[src/rtl/dltq_pkg.sv]
// Shared types and codes for the delta-list timer queue.
// No dependencies; imported by dltq_cell, delta_list_timer_queue and the testbench.
`default_nettype none

package dltq_pkg;

  localparam int ID_W        = 8;
  localparam int IN_DELAY_W  = 24;
  localparam int OUT_DELTA_W = 24;
  localparam int STATUS_W    = 2;

  localparam logic CMD_INSERT = 1'b0;
  localparam logic CMD_REMOVE = 1'b1;

  typedef enum logic [STATUS_W-1:0] {
    ST_OK        = 2'd0,
    ST_FULL      = 2'd1,
    ST_NOT_FOUND = 2'd2,
    ST_DUP       = 2'd3
  } status_t;

  // Where the walking token stands relative to the edit point.
  typedef enum logic [1:0] {
    PH_SEARCH,
    PH_NEXT,
    PH_AFTER
  } phase_t;

  // What a cell does on commit.
  typedef enum logic [1:0] {
    PL_KEEP,
    PL_LOAD,
    PL_LEFT,
    PL_RIGHT
  } plan_t;

  typedef struct packed {
    logic   valid;
    phase_t phase;
    logic   hit;
  } tok_ctl_t;

endpackage

`default_nettype wire

[src/rtl/dltq_cell.sv]
// One slot of the timer chain: entry storage, per-walk edit plan, token stage.
// Depends on dltq_pkg.
`default_nettype none

module dltq_cell #(
  parameter int TIME_BITS = 24
) (
  input  wire logic                      clk,
  input  wire logic                      rst_n,
  // token from the left neighbor
  input  wire dltq_pkg::tok_ctl_t        tok_in,
  input  wire logic [TIME_BITS-1:0]      rem_in,
  output dltq_pkg::tok_ctl_t             tok_out,
  output logic [TIME_BITS-1:0]           rem_out,
  // current transaction, broadcast
  input  wire logic                      cmd,
  input  wire logic [dltq_pkg::ID_W-1:0] cmd_id,
  input  wire logic                      commit,
  input  wire logic [TIME_BITS-1:0]      new_delta,
  input  wire logic [TIME_BITS-1:0]      new_reload,
  input  wire logic                      new_per,
  // neighbors
  input  wire logic                      l_valid,
  input  wire logic [dltq_pkg::ID_W-1:0] l_id,
  input  wire logic [TIME_BITS-1:0]      l_adj,
  input  wire logic [TIME_BITS-1:0]      l_reload,
  input  wire logic                      l_per,
  input  wire logic                      r_valid,
  input  wire logic [dltq_pkg::ID_W-1:0] r_id,
  input  wire logic [TIME_BITS-1:0]      r_adj,
  input  wire logic [TIME_BITS-1:0]      r_reload,
  input  wire logic                      r_per,
  // own entry
  output logic                           valid,
  output logic [dltq_pkg::ID_W-1:0]      id,
  output logic [TIME_BITS-1:0]           delta,
  output logic [TIME_BITS-1:0]           adj,
  output logic [TIME_BITS-1:0]           reload,
  output logic                           per
);
  import dltq_pkg::*;

  logic                 valid_r;
  logic [ID_W-1:0]      id_r;
  logic [TIME_BITS-1:0] delta_r;
  logic [TIME_BITS-1:0] reload_r;
  logic                 per_r;
  plan_t                plan_r, plan_nxt;
  logic [TIME_BITS-1:0] adj_r, adj_nxt;
  tok_ctl_t             tok_r, tok_nxt;
  logic [TIME_BITS-1:0] rem_r, rem_nxt;
  logic                 match;

  assign match = valid_r && (id_r == cmd_id);

  always_comb begin
    plan_nxt      = PL_KEEP;
    adj_nxt       = delta_r;
    rem_nxt       = rem_in;
    tok_nxt       = tok_in;
    tok_nxt.hit   = tok_in.hit | match;
    if (cmd == CMD_INSERT) begin
      unique case (tok_in.phase)
        PH_SEARCH: begin
          if (!valid_r) begin
            plan_nxt      = PL_LOAD;
            tok_nxt.phase = PH_AFTER;
          end else if (rem_in > delta_r) begin
            rem_nxt = TIME_BITS'(rem_in - delta_r);
          end else if (rem_in == delta_r) begin
            rem_nxt       = '0;
            tok_nxt.phase = PH_NEXT;
          end else begin
            plan_nxt      = PL_LOAD;
            adj_nxt       = TIME_BITS'(delta_r - rem_in);
            tok_nxt.phase = PH_AFTER;
          end
        end
        PH_NEXT: begin
          plan_nxt      = PL_LOAD;
          tok_nxt.phase = PH_AFTER;
        end
        PH_AFTER: plan_nxt = PL_LEFT;
        default:  plan_nxt = PL_KEEP;
      endcase
    end else begin
      unique case (tok_in.phase)
        PH_SEARCH: begin
          if (match) begin
            plan_nxt      = PL_RIGHT;
            rem_nxt       = delta_r;
            tok_nxt.phase = PH_NEXT;
          end
        end
        PH_NEXT: begin
          // successor absorbs the removed delta
          plan_nxt      = PL_RIGHT;
          adj_nxt       = TIME_BITS'(delta_r + rem_in);
          tok_nxt.phase = PH_AFTER;
        end
        PH_AFTER: plan_nxt = PL_RIGHT;
        default:  plan_nxt = PL_KEEP;
      endcase
    end
  end

  always_ff @(posedge clk) begin
    if (!rst_n) begin
      tok_r  <= '{valid: 1'b0, phase: PH_SEARCH, hit: 1'b0};
      plan_r <= PL_KEEP;
    end else begin
      tok_r.valid <= tok_in.valid;
      if (tok_in.valid) begin
        tok_r.phase <= tok_nxt.phase;
        tok_r.hit   <= tok_nxt.hit;
        plan_r      <= plan_nxt;
      end
    end
  end

  always_ff @(posedge clk) begin
    if (tok_in.valid) begin
      rem_r <= rem_nxt;
      adj_r <= adj_nxt;
    end
  end

  always_ff @(posedge clk) begin
    if (!rst_n) begin
      valid_r <= 1'b0;
    end else if (commit) begin
      unique case (plan_r)
        PL_KEEP:  valid_r <= valid_r;
        PL_LOAD:  valid_r <= 1'b1;
        PL_LEFT:  valid_r <= l_valid;
        PL_RIGHT: valid_r <= r_valid;
        default:  valid_r <= valid_r;
      endcase
    end
  end

  always_ff @(posedge clk) begin
    if (commit) begin
      unique case (plan_r)
        PL_KEEP: begin
          delta_r <= adj_r;
        end
        PL_LOAD: begin
          id_r     <= cmd_id;
          delta_r  <= new_delta;
          reload_r <= new_reload;
          per_r    <= new_per;
        end
        PL_LEFT: begin
          id_r     <= l_id;
          delta_r  <= l_adj;
          reload_r <= l_reload;
          per_r    <= l_per;
        end
        PL_RIGHT: begin
          id_r     <= r_id;
          delta_r  <= r_adj;
          reload_r <= r_reload;
          per_r    <= r_per;
        end
        default: delta_r <= delta_r;
      endcase
    end
  end

  assign tok_out = tok_r;
  assign rem_out = rem_r;
  assign valid   = valid_r;
  assign id      = id_r;
  assign delta   = delta_r;
  assign adj     = adj_r;
  assign reload  = reload_r;
  assign per     = per_r;

endmodule

`default_nettype wire

[config.mk]
export PLATFORM = sky130hd
export DESIGN_NAME = dltq_cell
export DESIGN_NICKNAME = d
export VERILOG_FILES = /design/src/rtl/dltq_pkg.sv /design/src/rtl/dltq_cell.sv
export SDC_FILE = /design/constraint.sdc
export NUM_CORES = 1
export LEC_CHECK = 0
export BUFFER_PORTS_ARGS = -buffer_cell sky130_fd_sc_hd__buf_4
export CORE_UTILIZATION = 48
export CTS_BUF_LIST = sky130_fd_sc_hd__clkbuf_4 sky130_fd_sc_hd__clkbuf_8
export CTS_CLUSTER_SIZE = 40
export DETAILED_ROUTE_END_ITERATION = 8
export PLACE_DENSITY = 0.74
export SKIP_LAST_GASP = 1
export SLEW_MARGIN = 30
export SYNTH_ARGS = -nofsm -noshare
export SYNTH_HDL_FRONTEND = slang
export SYNTH_SLANG_ARGS = --single-unit
[constraint.sdc]
create_clock -name clk -period 3.39 [get_ports clk]
set_input_delay 0.678 -clock clk [delete_from_list [all_inputs] [get_ports clk]]
set_output_delay 0.678 -clock clk [all_outputs]
set_load 0.01 [all_outputs]
==> impl_results.md <==
- Number of flops mapped to enable cells by yosys: 105
- Mean post-synth cell area: 9.305 um2
- DR vias/cell: 5.838
- Synth top area cells: edfxtp_1 32%, ha_1 9.5%, a21oi_1 5.6%
- Initial antenna violation count: 4
- WL final: about 37 mm
- Unrepaired setup endpoints after global routing: false
- Max_cap viols: 0
- Sequential Area: approximately 3300 um2
- TritonRoute pass-1 iters: 5
- Min Tclk post-route: 3.197 ns
- Number of I/O pins: around 320
- GR met3 Demand/Resource: 0.04451
- Post-route DRC violation count: 0
- Vias: 10263
- DIE AREA: roughly 21000 um2
- DP HPWL: 29.73 mm
- Nets: roughly 1800
- Syn nets: 1346
- Final instance area: about 14000 um2
- PwrDens: about 360 nW/um2
- Leakage power: slightly above 6 nW
- Max-slew violations: 0
- Setup crit end kind: flop
- Overall Global Routing Usage: 0.3450
- Fmax: around 310 MHz
- Syn. warnings: 0
- Largest family of logic cells by synthesized area: compound AO/OA/AOI/OAI gates
- Remaining antenna violation count after routing: 0
- Post-Synth XOR/XNOR Area: 0.03808
- Status: complete, no violations
- Tcrit/Tclk final: 0.9431
- Cells after Synth: between 1000 and 1500
- Post-CTS Hold Buffers: 0
- Largest net degree at the start of global routing: a little over 50
- Setup ws final: just under 0.2 ns
- Max-slew headroom: 0.3853
- Root buffer cell: clkbuf_8
- Worst vdd ir: 0.0002043 V
- Clock Path Buffers: 2
- Yosys reg bits: around 110
- Worst slew pin tran: 0.9221 ns
- Worst-path clk slew: approximately 0.13 ns
- DP Worst Slack: -0.2042 ns
- Min-Delay Path Depth: 2
- CTS tree: yes
- Yosys top cell area share: 0.3188
- Number of CTS-inserted buffers: 9
- Multi-input gate area: about 6100 um2
- Setup tns final: 0 ns
- Crit path cell chain: ha_1 -> or2_2 -> a221o_1 -> o21ai_2 -> o21ai_0 -> a21o_1 -> a221oi_1 -> o221a_2 -> o22ai_1
- Critical path class: reg -> reg
- Synth Cell Area: just under 10000 um2
- Synthesis-to-finish area growth: 39.38%
- Synth Area in Compound Gates: 0.2320
- Core area: 20230 um2
- WL/cell: roughly 21 um
- Mux cell area share after synthesis: 0.1096
- Drt initial violations: 897
- FILL cells: approximately 1700
- Worst R2R Path Depth: 9
- Synth Area in Adders: 0.1009
- Reg2Reg Setup Slack: 0.19 ns
- Met2 capacity usage during global routing: 0.5815
- Worst skew pair latency: 0.42 ns
- H-tree depth: 3
- Critical Path RT: about 3.6 ns
- Biggest cell delay along the critical path: 0.51 ns
- Max FO, Critical Path: 10
- CTS sink cnt: ~110
- Layout cells sized above 1: 0.3643
- Chip Height: approximately 150 um
- Busiest grt layer: met2
- Simple-gate share of the synthesized area: 0.1295
- First-pass GRT wire length: between 50 and 60 mm
- Overall power: 4.967 mW
- Met1 Resource Use GR: 0.4483
- Primary FF master, synth: edfxtp_1
- Starting Density: 0.4888
- Final Hold Fails: 0
- Worst EP arrival: around 3.4 ns
- Largest area contributor in the netlist: edfxtp_1
- Register area share after synthesis: 0.3330
- GPL Wtd Cong: between 0.9 and 1
- Hold crit path type: in -> reg
- Row cnt: 52
- # port buffers: 314
- Overflow after GRT: 0
- Vias in the first global route: roughly 9900
- Ys async rst share: 0
- Final setup fails: 0
- Type of origin of the critical path: flop
- Synth top cells by count: 110 x a21oi_1, 105 x edfxtp_1, 92 x nor2_1
- Critical path's slowest cell: edfxtp_1
- Yosys cell types: roughly 80
- Die width: between 100 and 150 um
- Placed cell area: approximately 14000 um2
- Top-count cell post-synth: a21oi_1
- Worst Skew: around 0.019 ns
worst max-delay path, delay by kind of cell, from the launching register on:
family / cells / cell delay, ns
compound gates: 7 / 1.63
flops: 1 / 0.51
simple gates: 1 / 0.34
fa+ha+maj: 1 / 0.47
flip-flops by register name, indices dropped and copies added, names as in the netlist:
signal	count
adj	24
delta	24
id	8
per	1
plan_r	2
reload	24
rem_out	24
tok_out	4
valid	1
final timing paths:
kind	to	startpoint
hold / removal	tok_out[3]	rst_n
hold reg to reg	tok_out[0]	tok_out[0]
setup reg to reg	adj[19]	delta[4]
setup / recovery	adj[19]	delta[4]
report_power, final:
part           switching [mW]  total (mW)  internal [mW]
Combinational            1.14        2.23           1.09
Clock                   0.572       0.946          0.373
Sequential              0.126        1.79           1.67
placed cells by master (no fill, tap or decap), types with 6 or more instances in the layout:
cell type / instances
a211oi_1: 8
a21o_1: 15
a21oi_1: 110
a221o_1: 10
a221oi_1: 6
a22oi_1: 11
a31oi_1: 9
and2_1: 10
and3_1: 8
buf_4: 468
clkbuf_8: 9
edfxtp_1: 105
ha_1: 75
inv_1: 72
mux2i_1: 52
mux4_2: 24
nand2_1: 57
nand2b_1: 13
nand3_1: 17
nand4_1: 10
nor2_1: 91
nor2b_1: 9
nor3_1: 16
o211ai_1: 11
o21a_1: 7
o21ai_0: 72
o21bai_1: 14
o221ai_1: 14
o22ai_1: 6
xnor2_1: 37
xor2_1: 6
cell type report:
class                      count  area share
antenna                        3   0.0005446
clock buffer                   9    0.008985
clock inverter                 7    0.008350
inverter                      73     0.01988
multi-input combinational    813      0.4391
sequential                   112      0.2394
tap                          270     0.02451
timing repair buffer         471      0.2592
cell families (layout without fill, tap and decap cells):
| logic type | after synthesis | in the layout |
|---|---|---|
| other | 0 | 3 |
| flip-flops | 112 | 112 |
| AO/OA/AOI/OAI | 350 | 350 |
| adder cells (fa/ha/maj) | 78 | 78 |
| AND/OR/NAND/NOR | 264 | 264 |
| XOR/XNOR | 43 | 43 |
| multiplexers | 78 | 78 |
| buffers and inverters | 138 | 560 |
per-stage QoR:
step	util	instances	hold slack, ns
after floorplan	-	1063	0.5406
after global placement	0.6683	1739	0.5167
after detailed placement	0.6683	1739	0.5262
after CTS	0.6801	1755	0.5108
after global routing	0.6813	1758	0.5249
final	0.6813	1758	0.5260
metal layers:
layer	part of all wire	routed length (um)
met1	0.41	15210
met2	0.49	17880
met3	0.067	2458
met4	0.035	1301
met5	0	0
timing repair:
item,CTS,global route
hold endpoints to repair,0,0
setup buffers,0,0
setup endpoints to repair,0,5
resized for setup,0,5
(Power assumes the default switching activity.)
